$ cat config.mk
export PLATFORM = sky130hd
export DESIGN_NAME = inductive_line_steering_pd
export DESIGN_NICKNAME = d
export VERILOG_FILES = /design/src/sv/ilsp_pkg.sv /design/src/sv/inductive_line_steering_pd.sv /design/src/sv/ilsp_front.sv /design/src/sv/ilsp_queue.sv /design/src/sv/ilsp_div.sv /design/src/sv/ilsp_back.sv
export SDC_FILE = /design/constraint.sdc
export NUM_CORES = 2
export LEC_CHECK = 0
export BUFFER_PORTS_ARGS = -buffer_cell sky130_fd_sc_hd__clkbuf_2
export CORE_MARGIN = 2
export CORE_UTILIZATION = 43
export DETAILED_ROUTE_END_ITERATION = 7
export PLACE_DENSITY = 0.67
export RECOVER_POWER = 50
export SLEW_MARGIN = 30
export SYNTH_ARGS = -nofsm -noshare
export SYNTH_HDL_FRONTEND = slang
export SYNTH_SLANG_ARGS = --single-unit
$ cat constraint.sdc
create_clock -name clk_i -period 13.8 [get_ports clk_i]
set_input_delay 0.69 -clock clk_i [delete_from_list [all_inputs] [get_ports clk_i]]
set_output_delay 0.69 -clock clk_i [all_outputs]
set_load 0.02 [all_outputs]
$ cat src/sv/ilsp_pkg.sv
// Package for the inductive line steering block: widths, register codes, shared types.
// No dependencies.
`default_nettype none
package ilsp_pkg;
  localparam int Rounds     = 5;
  localparam int SampleBits = 12;
  localparam int DerivLag   = 3;
  localparam int RndW       = $clog2(Rounds);
  localparam int DerivLimit = 22938;

  typedef enum logic [2:0] {
    REG_P_GAIN      = 3'd0,
    REG_D_GAIN      = 3'd1,
    REG_RP_GAIN     = 3'd2,
    REG_RD_GAIN     = 3'd3,
    REG_STOP_THR    = 3'd4,
    REG_ENTER_HIGH  = 3'd5,
    REG_ENTER_LOW   = 3'd6,
    REG_EXIT_LEVEL  = 3'd7
  } reg_idx_e;

  typedef logic [SampleBits-1:0] samp_t;

  // One queued round set: the trimmed, quantised channel values.
  typedef struct packed {
    samp_t h_l;
    samp_t h_r;
    samp_t v_l;
    samp_t v_r;
  } chan_vals_t;

  typedef struct packed {
    logic [12:0] p_gain;
    logic [12:0] d_gain;
    logic [12:0] rp_gain;
    logic [12:0] rd_gain;
    logic [11:0] stop_thr;
    logic [11:0] enter_high;
    logic [11:0] enter_low;
    logic [11:0] exit_level;
  } cfg_t;
endpackage
`default_nettype wire

$ cat src/sv/inductive_line_steering_pd.sv
// Inductive line steering PD controller, top level.
// One result per five input rounds.
// Front reduction scans each channel in turn; the back end runs two serial divides, one per channel pair.
// The two-entry queue lets the front collect new rounds while the back end works.
// Reset is asynchronous, active low, and restores register defaults and clears all flags.
`default_nettype none
module inductive_line_steering_pd import ilsp_pkg::*; (
  input  wire logic        clk_i,
  input  wire logic        rst_ni,
  input  wire logic        in_valid,
  output logic             in_ready,
  input  wire logic [11:0] horiz_left_i,
  input  wire logic [11:0] horiz_right_i,
  input  wire logic [11:0] vert_left_i,
  input  wire logic [11:0] vert_right_i,
  output logic             out_valid,
  input  wire logic        out_ready,
  output logic signed [14:0] drive_o,
  output logic             stop_latched_o,
  output logic             in_roundabout_o,
  input  wire logic        cfg_valid,
  output logic             cfg_ready,
  input  wire logic [2:0]  cfg_index,
  input  wire logic [12:0] cfg_data
);
  cfg_t cfg_q;
  logic f_valid, f_ready, b_valid, b_ready;
  chan_vals_t f_data, b_data;

  assign cfg_ready = 1'b1;

  // Configuration registers.
  always_ff @(posedge clk_i or negedge rst_ni) begin
    if (!rst_ni) begin
      cfg_q <= '{p_gain: 13'd700, d_gain: 13'd2200, rp_gain: 13'd700, rd_gain: 13'd1600,
                 stop_thr: 12'd50, enter_high: 12'd2300, enter_low: 12'd800,
                 exit_level: 12'd200};
    end else if (cfg_valid) begin
      case (reg_idx_e'(cfg_index))
        REG_P_GAIN:     cfg_q.p_gain <= cfg_data;
        REG_D_GAIN:     cfg_q.d_gain <= cfg_data;
        REG_RP_GAIN:    cfg_q.rp_gain <= cfg_data;
        REG_RD_GAIN:    cfg_q.rd_gain <= cfg_data;
        REG_STOP_THR:   cfg_q.stop_thr <= cfg_data[11:0];
        REG_ENTER_HIGH: cfg_q.enter_high <= cfg_data[11:0];
        REG_ENTER_LOW:  cfg_q.enter_low <= cfg_data[11:0];
        REG_EXIT_LEVEL: cfg_q.exit_level <= cfg_data[11:0];
        default: ;
      endcase
    end
  end

  ilsp_front u_front (
    .clk_i(clk_i), .rst_ni(rst_ni), .in_valid(in_valid), .in_ready(in_ready),
    .horiz_left_i(horiz_left_i), .horiz_right_i(horiz_right_i),
    .vert_left_i(vert_left_i), .vert_right_i(vert_right_i),
    .q_valid_o(f_valid), .q_ready_i(f_ready), .q_data_o(f_data)
  );

  ilsp_queue u_queue (
    .clk_i(clk_i), .rst_ni(rst_ni), .w_valid_i(f_valid), .w_ready_o(f_ready),
    .w_data_i(f_data), .r_valid_o(b_valid), .r_ready_i(b_ready), .r_data_o(b_data)
  );

  ilsp_back u_back (
    .clk_i(clk_i), .rst_ni(rst_ni), .cfg_i(cfg_q), .q_valid_i(b_valid),
    .q_ready_o(b_ready), .q_data_i(b_data), .out_valid(out_valid),
    .out_ready(out_ready), .drive_o(drive_o), .stop_latched_o(stop_latched_o),
    .in_roundabout_o(in_roundabout_o)
  );

`ifndef SYNTH
  // The stop flag is sticky once set.
  a_stop_sticky: assert property (@(posedge clk_i) disable iff (!rst_ni)
    stop_latched_o |=> stop_latched_o) else $error("stop flag cleared");
  // A waiting result keeps its drive value.
  a_out_hold: assert property (@(posedge clk_i) disable iff (!rst_ni)
    out_valid && !out_ready |=> $stable(drive_o)) else $error("drive changed while stalled");
  // A full queue always has an entry to read.
  a_queue: assert property (@(posedge clk_i) disable iff (!rst_ni)
    !f_ready |-> b_valid) else $error("queue full but empty");
`endif
endmodule
`default_nettype wire

$ cat src/sv/ilsp_front.sv
// Front end: stores sample rounds and reduces each channel to a trimmed mean.
// Depends on ilsp_pkg.
`default_nettype none
module ilsp_front import ilsp_pkg::*; (
  input  wire logic       clk_i,
  input  wire logic       rst_ni,
  input  wire logic       in_valid,
  output logic            in_ready,
  input  wire samp_t      horiz_left_i,
  input  wire samp_t      horiz_right_i,
  input  wire samp_t      vert_left_i,
  input  wire samp_t      vert_right_i,
  output logic            q_valid_o,
  input  wire logic       q_ready_i,
  output chan_vals_t      q_data_o
);
  typedef enum logic [1:0] {S_COLLECT, S_REDUCE, S_PUSH} st_e;

  localparam int SumW     = SampleBits + 3;
  localparam int ChW      = 2;
  // Dividing by the inner count and by ten is one reciprocal product.
  localparam int MeanDiv  = (Rounds - 2) * 10;
  localparam int RecipSh  = 20;
  localparam int Recip    = ((1 << RecipSh) + MeanDiv - 1) / MeanDiv;

  st_e st_q;
  logic [RndW-1:0] slot_q;
  logic [ChW-1:0] ch_q;
  logic [RndW:0]  k_q;
  samp_t store_q [4][Rounds];
  samp_t vals_q [4];
  samp_t mn_q, mx_q;
  logic [SumW-1:0] sum_q;
  samp_t cur;
  logic [SumW-1:0] tot;
  logic [31:0] scaled;
  samp_t q10;

  assign in_ready  = (st_q == S_COLLECT);
  assign q_valid_o = (st_q == S_PUSH);
  assign q_data_o  = '{h_l: vals_q[0], h_r: vals_q[1], v_l: vals_q[2], v_r: vals_q[3]};
  assign cur = store_q[ch_q][k_q[RndW-1:0]];

  // Trimmed mean: total minus min and max, scaled by the reciprocal, cut to tens.
  always_comb begin
    tot    = sum_q - SumW'(mn_q) - SumW'(mx_q);
    scaled = 32'(tot) * 32'(Recip);
    q10    = SampleBits'(scaled >> RecipSh) * SampleBits'(10);
  end

  // Sample storage.
  always_ff @(posedge clk_i) begin
    if (in_valid && in_ready) begin
      store_q[0][slot_q] <= horiz_left_i;
      store_q[1][slot_q] <= horiz_right_i;
      store_q[2][slot_q] <= vert_left_i;
      store_q[3][slot_q] <= vert_right_i;
    end
  end

  // Sequencer: collect rounds, then scan one sample a cycle per channel.
  always_ff @(posedge clk_i or negedge rst_ni) begin
    if (!rst_ni) begin
      st_q <= S_COLLECT;
      slot_q <= '0;
      ch_q <= '0;
      k_q <= '0;
      sum_q <= '0;
      mn_q <= '0;
      mx_q <= '0;
    end else begin
      case (st_q)
        S_COLLECT: begin
          if (in_valid) begin
            if (slot_q == RndW'(Rounds - 1)) begin
              slot_q <= '0;
              st_q <= S_REDUCE;
              ch_q <= '0;
              k_q <= '0;
              sum_q <= '0;
              mn_q <= '1;
              mx_q <= '0;
            end else begin
              slot_q <= slot_q + 1'b1;
            end
          end
        end
        S_REDUCE: begin
          if (k_q == (RndW+1)'(Rounds)) begin
            vals_q[ch_q] <= q10;
            k_q <= '0;
            sum_q <= '0;
            mn_q <= '1;
            mx_q <= '0;
            if (ch_q == ChW'(3)) st_q <= S_PUSH;
            else ch_q <= ch_q + 1'b1;
          end else begin
            sum_q <= sum_q + SumW'(cur);
            if (cur < mn_q) mn_q <= cur;
            if (cur > mx_q) mx_q <= cur;
            k_q <= k_q + 1'b1;
          end
        end
        S_PUSH: begin
          if (q_ready_i) st_q <= S_COLLECT;
        end
        default: st_q <= S_COLLECT;
      endcase
    end
  end
endmodule
`default_nettype wire

$ cat src/sv/ilsp_queue.sv
// Two-entry queue between front and back ends.
// Depends on ilsp_pkg.
`default_nettype none
module ilsp_queue import ilsp_pkg::*; (
  input  wire logic   clk_i,
  input  wire logic   rst_ni,
  input  wire logic   w_valid_i,
  output logic        w_ready_o,
  input  wire chan_vals_t w_data_i,
  output logic        r_valid_o,
  input  wire logic   r_ready_i,
  output chan_vals_t  r_data_o
);
  chan_vals_t mem_q [2];
  logic wp_q, rp_q;
  logic [1:0] cnt_q;
  logic wr, rd;

  assign w_ready_o = (cnt_q != 2'd2);
  assign r_valid_o = (cnt_q != 2'd0);
  assign r_data_o  = mem_q[rp_q];
  assign wr = w_valid_i && w_ready_o;
  assign rd = r_valid_o && r_ready_i;

  // Entry storage.
  always_ff @(posedge clk_i) begin
    if (wr) mem_q[wp_q] <= w_data_i;
  end

  // Pointers and fill count.
  always_ff @(posedge clk_i or negedge rst_ni) begin
    if (!rst_ni) begin
      wp_q <= 1'b0;
      rp_q <= 1'b0;
      cnt_q <= '0;
    end else begin
      if (wr) wp_q <= ~wp_q;
      if (rd) rp_q <= ~rp_q;
      cnt_q <= cnt_q + {1'b0, wr} - {1'b0, rd};
    end
  end
endmodule
`default_nettype wire

$ cat src/sv/ilsp_div.sv
// Restoring divider: 16-bit quotient of (num << 15) / den, one bit per cycle.
// Depends on ilsp_pkg.
`default_nettype none
module ilsp_div import ilsp_pkg::*; (
  input  wire logic        clk_i,
  input  wire logic        rst_ni,
  input  wire logic        start_i,
  input  wire logic [12:0] num_i,
  input  wire logic [12:0] den_i,
  output logic             done_o,
  output logic [15:0]      quo_o,
  output logic [13:0]      rem_o
);
  logic [4:0] cnt_q;
  logic busy_q;
  logic [27:0] n_q;
  logic [13:0] r_q;
  logic [15:0] qq;
  logic [14:0] trial;

  assign trial = {r_q, n_q[27]} - {2'b00, den_i};
  assign done_o = busy_q && (cnt_q == 5'd0);
  assign quo_o = qq;
  assign rem_o = r_q;

  // Shift and subtract over 28 dividend bits.
  always_ff @(posedge clk_i or negedge rst_ni) begin
    if (!rst_ni) begin
      busy_q <= 1'b0;
      cnt_q <= '0;
      n_q <= '0;
      r_q <= '0;
      qq <= '0;
    end else if (start_i) begin
      busy_q <= 1'b1;
      cnt_q <= 5'd28;
      n_q <= {num_i, 15'd0};
      r_q <= '0;
      qq <= '0;
    end else if (busy_q && cnt_q != 5'd0) begin
      cnt_q <= cnt_q - 1'b1;
      n_q <= {n_q[26:0], 1'b0};
      if (!trial[14]) begin
        r_q <= trial[13:0];
        qq <= {qq[14:0], 1'b1};
      end else begin
        r_q <= {r_q[12:0], n_q[27]};
        qq <= {qq[14:0], 1'b0};
      end
    end else begin
      busy_q <= 1'b0;
    end
  end
endmodule
`default_nettype wire

$ cat src/sv/ilsp_back.sv
// Back end: stop and mode flags, pair errors, derivatives and the PD drive.
// Depends on ilsp_pkg and ilsp_div.
`default_nettype none
module ilsp_back import ilsp_pkg::*; (
  input  wire logic       clk_i,
  input  wire logic       rst_ni,
  input  wire cfg_t       cfg_i,
  input  wire logic       q_valid_i,
  output logic            q_ready_o,
  input  wire chan_vals_t q_data_i,
  output logic            out_valid,
  input  wire logic       out_ready,
  output logic signed [14:0] drive_o,
  output logic            stop_latched_o,
  output logic            in_roundabout_o
);
  typedef enum logic [2:0] {B_IDLE, B_ERR_H, B_ERR_V, B_MUL1, B_MUL2, B_OUT} st_e;

  st_e st_q;
  samp_t a_q, b_q, c_q, d_q;
  logic start_q;
  logic stop_q, rnd_q;
  logic stop_out_q, rnd_out_q;
  logic signed [16:0] eh_q, ev_q;
  logic signed [16:0] hh_q [DerivLag];
  logic signed [16:0] hv_q [DerivLag];
  logic signed [16:0] dh_q, dv_q;
  logic signed [31:0] pp_q;
  logic signed [14:0] drv_q;
  logic valid_q;

  logic div_done;
  logic [15:0] div_q;
  logic [13:0] div_r;
  samp_t pa, pb;
  logic [12:0] mag, den;
  logic [16:0] qr;
  logic signed [16:0] err_s, dsel, esel;
  logic signed [19:0] dd_raw;
  logic signed [16:0] dd_cl;
  logic signed [31:0] prod;
  logic [31:0] amag;
  logic [17:0] rmag;
  logic signed [18:0] rs;
  logic signed [14:0] rsat;
  logic rnd_n;

  assign pa = (st_q == B_ERR_V) ? c_q : a_q;
  assign pb = (st_q == B_ERR_V) ? d_q : b_q;
  assign mag = (pa >= pb) ? 13'(pa - pb) : 13'(pb - pa);
  assign den = 13'(pa) + 13'(pb);

  ilsp_div u_div (
    .clk_i  (clk_i),
    .rst_ni (rst_ni),
    .start_i(start_q),
    .num_i  (mag),
    .den_i  (den),
    .done_o (div_done),
    .quo_o  (div_q),
    .rem_o  (div_r)
  );

  // Round to nearest using remainder, sign, clamp to Q1.15.
  always_comb begin
    qr = {1'b0, div_q} + ((15'(div_r) << 1) >= 15'(den) ? 17'd1 : 17'd0);
    err_s = (pa < pb) ? -$signed(qr) : $signed(qr);
    if (err_s > 17'sd32767) err_s = 17'sd32767;
    if (err_s < -17'sd32768) err_s = -17'sd32768;
  end

  // Derivative of the error being finished, clamped.
  always_comb begin
    esel = err_s;
    dsel = (st_q == B_ERR_V) ? hv_q[DerivLag-1] : hh_q[DerivLag-1];
    dd_raw = 20'sd5 * (20'(esel) - 20'(dsel));
    if (dd_raw > 20'sd22938) dd_cl = 17'sd22938;
    else if (dd_raw < -20'sd22938) dd_cl = -17'sd22938;
    else dd_cl = 17'(dd_raw);
  end

  // Mode update on the floored values.
  always_comb begin
    rnd_n = rnd_q;
    if (a_q > cfg_i.enter_high && b_q > cfg_i.enter_high &&
        c_q < cfg_i.enter_low && d_q < cfg_i.enter_low) rnd_n = 1'b1;
    if (rnd_n && c_q > cfg_i.exit_level && d_q > cfg_i.exit_level) rnd_n = 1'b0;
  end

  // One product per cycle, then rounding of the sum.
  always_comb begin
    if (st_q == B_MUL1)
      prod = 32'(rnd_q ? ev_q : eh_q) * $signed({1'b0, 15'(rnd_q ? cfg_i.rp_gain : cfg_i.p_gain)});
    else
      prod = 32'(rnd_q ? dv_q : dh_q) * $signed({1'b0, 15'(rnd_q ? cfg_i.rd_gain : cfg_i.d_gain)});
    amag = pp_q[31] ? 32'(-pp_q) : 32'(pp_q);
    rmag = 18'((amag + 32'd16384) >> 15);
    rs = pp_q[31] ? -$signed({1'b0, rmag}) : $signed({1'b0, rmag});
    if (rs > 19'sd16383) rsat = 15'sd16383;
    else if (rs < -19'sd16384) rsat = -15'sd16384;
    else rsat = 15'(rs);
  end

  assign q_ready_o = (st_q == B_IDLE);
  assign out_valid = valid_q;
  assign drive_o = drv_q;
  assign stop_latched_o = stop_out_q;
  assign in_roundabout_o = rnd_out_q;

  // Back-end sequencer and registered result.
  always_ff @(posedge clk_i or negedge rst_ni) begin
    if (!rst_ni) begin
      st_q <= B_IDLE;
      start_q <= 1'b0;
      stop_q <= 1'b0;
      rnd_q <= 1'b0;
      stop_out_q <= 1'b0;
      rnd_out_q <= 1'b0;
      valid_q <= 1'b0;
      for (int i = 0; i < DerivLag; i++) begin
        hh_q[i] <= '0;
        hv_q[i] <= '0;
      end
    end else begin
      start_q <= 1'b0;
      if (out_valid && out_ready && st_q != B_OUT) valid_q <= 1'b0;
      case (st_q)
        B_IDLE: begin
          if (q_valid_i) begin
            if (q_data_i.h_l < cfg_i.stop_thr && q_data_i.h_r < cfg_i.stop_thr)
              stop_q <= 1'b1;
            a_q <= (q_data_i.h_l < 12'd10) ? 12'd10 : q_data_i.h_l;
            b_q <= (q_data_i.h_r < 12'd10) ? 12'd10 : q_data_i.h_r;
            c_q <= (q_data_i.v_l < 12'd10) ? 12'd10 : q_data_i.v_l;
            d_q <= (q_data_i.v_r < 12'd10) ? 12'd10 : q_data_i.v_r;
            start_q <= 1'b1;
            st_q <= B_ERR_H;
          end
        end
        B_ERR_H: begin
          if (div_done) begin
            eh_q <= err_s;
            dh_q <= dd_cl;
            for (int i = DerivLag-1; i > 0; i--) hh_q[i] <= hh_q[i-1];
            hh_q[0] <= err_s;
            start_q <= 1'b1;
            st_q <= B_ERR_V;
          end
        end
        B_ERR_V: begin
          if (div_done) begin
            ev_q <= err_s;
            dv_q <= dd_cl;
            for (int i = DerivLag-1; i > 0; i--) hv_q[i] <= hv_q[i-1];
            hv_q[0] <= err_s;
            rnd_q <= rnd_n;
            st_q <= B_MUL1;
          end
        end
        B_MUL1: begin
          pp_q <= prod;
          st_q <= B_MUL2;
        end
        B_MUL2: begin
          pp_q <= pp_q + prod;
          st_q <= B_OUT;
        end
        B_OUT: begin
          // The flags travel with the drive so a waiting result stays whole.
          if (!valid_q || out_ready) begin
            drv_q <= rsat;
            stop_out_q <= stop_q;
            rnd_out_q <= rnd_q;
            valid_q <= 1'b1;
            st_q <= B_IDLE;
          end
        end
        default: st_q <= B_IDLE;
      endcase
    end
  end
endmodule
`default_nettype wire
[After elaboration in Yosys (flattened, before gate mapping)]
Memories as Yosys holds them, arrays and structs flattened.
Index checks and enable logic that the tools add are counted.
Storage, ports and cells
  logic and storage cells: 272
  output and inout port bits: 20
  register bits: 492
  memories kept: 3
  bits in writable memories: 380
Memories
  u_front.store_q: depth 4, width 60, read ports 1, clocked after Yosys merged registers in 0, write ports 4, RTL line ilsp_front.sv:30  | samp_t store_q [4][Rounds];
  u_queue.mem_q: depth 2, width 48, read ports 1, clocked after Yosys merged registers in 0, write ports 1, RTL line ilsp_queue.sv:14  | chan_vals_t mem_q [2];
  u_front.vals_q: depth 4, width 11, read ports 4, clocked after Yosys merged registers in 0, write ports 1, RTL line ilsp_front.sv:31  | samp_t vals_q [4];
Cells by class
  add/sub/neg operators: 20
  bitwise logic cells: 4
  multiply operators: 5
  reduce and logical (&&, ||, !) cells: 50
  muxes and demuxes: 86
  magnitude comparators: 26
  equality and inequality tests: 32
Operator list (number)
  $mux W12: 13
  $mux W32: 4
  $mux W17: 6
  $lt A12 B12 Y1: 6
  $mul A32 B16 Y32: 2
  $pmux W32 S2: 1
  $gt A12 B12 Y1: 5
  $mux W15: 4
  $mux W60: 1
  $mux W28: 2
  $lt A12 B4 Y1 const B: 4
  $pmux W12 S2: 2
  $mux W14: 3
  $mux W13: 3
  $bmux W12 S3: 1
  $demux W12 S3: 1
  $add A32 B15 Y32 const B: 1
  $add A32 B32 Y32: 1
  $mux W16: 2
  $neg A32 Y32: 1
  $mul A15 B16 Y31 const B: 1
  $pmux W15 S2: 1
  $sub A15 B12 Y15: 2
  $reduce_and A2 Y1: 13
  60 further kinds: 143

[Logic depth before layout (Yosys ltp)]
  depth after elaboration: 17
  mapped depth: 68
  depth with buffers taken out: 62

[Hierarchy]
From an unflattened synthesis, not the netlist that was laid out.
Unflattened totals
  cell total of the unflattened synthesis: 6007
  area total of the unflattened synthesis: 65584.2 sq um
Modules (own cells, without submodules)
  ilsp_back: area an instance 37952.6 sq um, cells an instance 4145, instances 1
  ilsp_front: area an instance 17083.9 sq um, cells an instance 1147, instances 1
  inductive_line_steering_pd: area an instance 3851.2 sq um, cells an instance 218, instances 1
  ilsp_queue: area an instance 3706.1 sq um, cells an instance 166, instances 1
  ilsp_div: area an instance 2990.4 sq um, cells an instance 331, instances 1

[Worst setup path before layout]
Ideal clock, no wire load.
  path kind: reg2reg
  from: register u_back.st_q[0]
  to: register u_back.dh_q[1], data pin
  data required time: 13.535 ns
  period minus slack after synthesis: 13.496 ns
  setup slack: 0.304 ns
  arrival time: 13.231 ns
  setup time: 0.265 ns
  path buffers: 5
  stages on the path, launching flop included: 65
  cell sequence: dfrtp_1 -> clkbuf_1 -> nand2b_1 -> nor2_1 -> clkbuf_1 -> clkbuf_1 -> mux2i_1 -> inv_1 -> ha_1 -> fa_1 -> a21oi_1 -> nor2_1 -> o21ai_0 -> a21oi_1 -> nor2_1 -> xnor2_1 -> ha_1 -> inv_1 -> [29 not listed] -> o21ai_0 -> a21oi_1 -> o21bai_1 -> a21oi_1 -> o21a_1 -> or4b_2 -> o311ai_0 -> ha_1 -> ha_1 -> or2_2 -> a211oi_1 -> a221oi_1 -> o211a_1 -> nand4b_1 -> nor3b_1 -> clkbuf_1 -> mux2i_1 -> or2_2
On the way
  word-level cells in the longest chain between the ends: 17
  elaborated cells on any way between the ends: 21
  classes of those cells: add/sub (4); mul (1); order compare (6); eq/ne (1); mux (9)
RTL lines
  start: declaration: RTL line ilsp_back.sv:19  | st_e st_q;
  start signal: assignment: RTL line ilsp_back.sv:113  | st_q <= B_IDLE;
  start signal: assignment: RTL line ilsp_back.sv:137  | st_q <= B_ERR_H;
  start signal: assignment: RTL line ilsp_back.sv:147  | st_q <= B_ERR_V;
  $eq A3 B2 Y1 (*): RTL line ilsp_back.sv:48, ilsp_back.sv:49, ilsp_back.sv:75
  $mux W12, on equally long branches: RTL line ilsp_back.sv:48, ilsp_back.sv:49
  $add A12 B12 Y13: RTL line ilsp_back.sv:51  | assign den = 13'(pa) + 13'(pb);
  $ge A15 B13 Y1: RTL line ilsp_back.sv:66  | qr = {1'b0, div_q} + ((15'(div_r) << 1) >= 15'(den) ? 17'd1 : 17'd0);
  $mux W1: RTL line ilsp_back.sv:66
  $add A16 B1 Y17: RTL line ilsp_back.sv:66
  $neg A17 Y17: RTL line ilsp_back.sv:67  | err_s = (pa < pb) ? -$signed(qr) : $signed(qr);
  $mux W17: RTL line ilsp_back.sv:67
  [2 not listed]
  $lt A17 B16 Y1: RTL line ilsp_back.sv:69  | if (err_s < -17'sd32768) err_s = -17'sd32768;
  $mux W17: RTL line ilsp_back.sv:69
  $sub A17 B17 Y18 (*): RTL line ilsp_back.sv:76  | dd_raw = 20'sd5 * (20'(esel) - 20'(dsel));
  $mul A4 B20 Y20 (*): RTL line ilsp_back.sv:76
  $lt A20 B16 Y1: RTL line ilsp_back.sv:78  | else if (dd_raw < -20'sd22938) dd_cl = -17'sd22938;
  $mux W17: RTL line ilsp_back.sv:78
  $mux W17 (*): RTL line ilsp_back.sv:77  | if (dd_raw > 20'sd22938) dd_cl = 17'sd22938;
  net u_back.dd_cl[1]: RTL line ilsp_back.sv:40  | logic signed [16:0] dd_cl;
  end signal: assignment: RTL line ilsp_back.sv:143  | dh_q <= dd_cl;
  end: declaration: RTL line ilsp_back.sv:27  | logic signed [16:0] dh_q, dv_q;
Mark *: on every way through the listed nets, which the timed path passes. The rest lies on a longest branch.
A chain may end at the register's enable or synchronous reset.

[Worst setup path after layout]
  from: register u_back.st_q[0]
  to: register u_back.dh_q[2], data pin
The elaborated chain is that of the path after synthesis.

==> results.md <==
* Gr ovfl total at 0
* Final Net Count at roughly 7,000
* CTS Buf Count at 91
* WP data required at roughly 14,000 ps
* CTS tree: yes
* Failing checks: capacitance limit, slew limit
* Tmin final at about 13,000 ps
* Netlist cell types at 96
* TritonRoute pass-1 iters at 5
* Element type at the critical path end: flip-flop
* Post-synthesis average cell area at around 11 um2
* Port bufs at 87
* Final Hold Fails at 0
* Syn_nets at slightly below 7,000
* Max Cap Viol at 14
* CTS Sinks at approximately 840
* Die area at between 150,000 and 200,000 um2
* HPWL Detailed at roughly 110,000 um
* WL final at 148,000 um
* Largest net degree at the start of global routing at 85
* Most common cell after layout, fill and taps aside: inv_1
* Status: finished with violations
* Clock latency on the worst-skew pair at between 700 and 800 ps
* Vias at approximately 43,000
* Final Max Slew Viols at 621
* Die Span X at 390 um
* Worst clock skew at 61.1 ps
* I/O pins at 89
* Core footprint at 148,000 um2
* CP dominant cell by count: ha_1
* Syn Std Cell Area at between 60,000 and 70,000 um2
* Via density at roughly 5.4
* Worst-path fanout max at 6
* Sequential share of the synthesized area at 37.3%
* Routed len/inst at 18.7 um
* Startpoint Class: flip-flop
* Root Driver: clkbuf_16
* Initial antenna violation count at 1
* Sum of negative setup slack at 0 ps
* Critical path class: reg -> reg
* Critical Path AT at roughly 14,000 ps
* Worst slew pin tran at 3480 ps
* Top FF cell, synth: edfxtp_1
* Starting density of the core at 43.3%
* Row count at approximately 140
* First-pass GRT wire length at around 240,000 um
* Clk buf depth at 3
* Layout cells sized above 1 at about an eighth
* Vias in the first global route at about 44,000
* FMAX at ~76 MHz
* Commonest non-fill, non-tap cells in the layout: 701 x inv_1, 531 x ha_1, 531 x edfxtp_1
* Slew margin rel. at -132%
* Total Routing Usage GR at about a fifth
* Post-DP Area at between 60,000 and 70,000 um2
* Initial DRC Count at 2,617
* Asr flop ratio synth at between 30% and 40%
* Slowest stage delay, CP at 600 ps
* Clock transition at the registers of the reported paths at 60 ps
* Area grow syn2layout at 9.75%
* Finish-stage setup viols at 0
* Synthesized flop and latch total at about 840
* Worst path slowest cell: or4b_4
* Number of synthesized flops with an enable pin at around 530
* Drt drc at 0
* Syn Inst Count at 5,820
* RePlAce Congestion at between 0.9 and 1
* CTS HTree Levels at 3
* Worst Hold Class: in -> reg
* Chip Height at roughly 390 um
* Tcrit/Tclk final at 94.9%
* Post-DRT Antenna Nets at 0
* Finished layout cell area at roughly 70,000 um2
* Synth warn at 0
* # diodes at 0
-- sequential cells by signal (all words and copies together) (netlist names), 12 cells and up --
signal,cells
u_back.hh_q,51
u_front.sum_q,15
u_back.eh_q,17
u_queue.mem_q,88
u_front.mn_q,12
u_back.u_div.rem_o,14
u_back.ev_q,17
u_back.dh_q,17
u_back.u_div.quo_o,16
u_back.u_div.n_q,12
cfg_q,100
u_back.hv_q,51
u_front.store_q,240
u_front.vals_q,44
u_back.pp_q,32
u_back.dv_q,17
u_back.drive_o,15
u_front.mx_q,12
-- cells by family (layout without fill, tap and decap cells) --
| group | count (synthesis) | after routing | synth area share (%) |
|---|---|---|---|
| xor gates and xnor gates | 221 | 221 | 3.06 |
| other | 1 | 1 | 0.00587 |
| buffers and inverters | 894 | 1062 | 5.30 |
| and+or+nand+nor | 1427 | 1427 | 10.2 |
| muxes | 474 | 474 | 9.15 |
| adders and majority gates | 1009 | 1009 | 25.3 |
| DFF | 844 | 844 | 37.3 |
| AOI/OAI and AO/OA | 950 | 950 | 9.67 |
-- final cells by class --
type                       count  area, um2
clock buffer                 121       2510
clock inverter                49        678
tap                         1930       2410
fill                       13200      77500
sequential                   844      23800
timing repair buffer         189       1140
inverter                     703       2640
multi-input combinational   4082      36900
-- critical path: cells and delay by family (launching register included) --
family                     cells  cell delay, ps
AOI/OAI and AO/OA             25            4090
xor gates and xnor gates       1             170
adders and majority gates     11            3210
buffers and inverters          4             360
DFF                            1             370
muxes                          2             670
and+or+nand+nor               14            3950
-- synth_stat cells (25+ instances only) --
cell type  instances  area [um2]
inv_1            703        2640
ha_1             533        6670
edfxtp_1         531       15900
nand2_1          483        1810
fa_1             476        9530
nor2_1           463        1740
mux2_2           282        3180
dfrtp_1          278        6960
o21ai_0          236        1180
a21oi_1          219        1100
xnor2_1          156        1370
clkbuf_1         149         559
mux2i_1          132        1320
a21o_1            83         623
nand3_1           66         330
nor3_1            66         330
o21a_1            66         495
xor2_1            63         552
mux4_2            60        1350
nor2b_1           60         375
nand2b_1          58         363
nand4_1           44         275
a211oi_1          40         300
o31ai_1           40         300
a31oi_1           37         231
dfstp_2           35         920
o21bai_1          35         263
and2_1            34         213
buf_1             30         113
and3_1            28         175
or3_1             27         169
nor4_1            25         156
-- through the flow --
stage | util, % | hold slack [ps] | std cells | setup slack, ps
2_1_floorplan | - | 394 | 5820 | 304
3_3_place_gp | 45.3 | 422 | 7732 | -43.1
3_5_place_dp | 45.4 | 429 | 7737 | -129
4_1_cts | 47.6 | 131 | 7910 | 28.0
5_1_grt | 47.5 | 210 | 7918 | -57.0
6_report | 47.5 | 240 | 7918 | 697
-- what timing repair did --
action                                  4_1_cts  5_1_grt
endpoints found under the setup margin       28       34
pin swaps                                     1        9
endpoints found under the hold margin        36        0
buffers inserted                              2        6
hold buffers                                  1        0
resized for setup                             6       25
-- path summary, 6_finish.rpt --
path | startpoint | endpoint | slack [ps] | cells past startpoint
worst min register to register | u_front.vals_q[3][7] | u_queue.mem_q[1][8] | 410 | 0
worst max-delay path | u_back.st_q[0] | u_back.dh_q[2] | 700 | 57
worst min-delay path | vert_left_i[5] | u_front.store_q[2][53] | 240 | 1
worst max register to register | u_back.st_q[0] | u_back.dh_q[2] | 700 | 57
max in group asynchronous | rst_ni | u_back.hv_q[48] | 7130 | 5
min in group asynchronous | rst_ni | u_front.mn_q[5] | 1400 | 2
-- metal layers --
metal / global-route usage [%] / up-vias / part of all wire [%]
li1: - / 20300 / -
met1: 25.7 / 21500 / 43
met2: 34.3 / 908 / 49
met3: 2.80 / 213 / 4.6
met4: 5.67 / 0 / 2.8
met5: 0 / - / 0
Power is left out: the tool's default activity adds up to more than one toggle a clock period on the data nets, which glitch-free logic cannot reach.
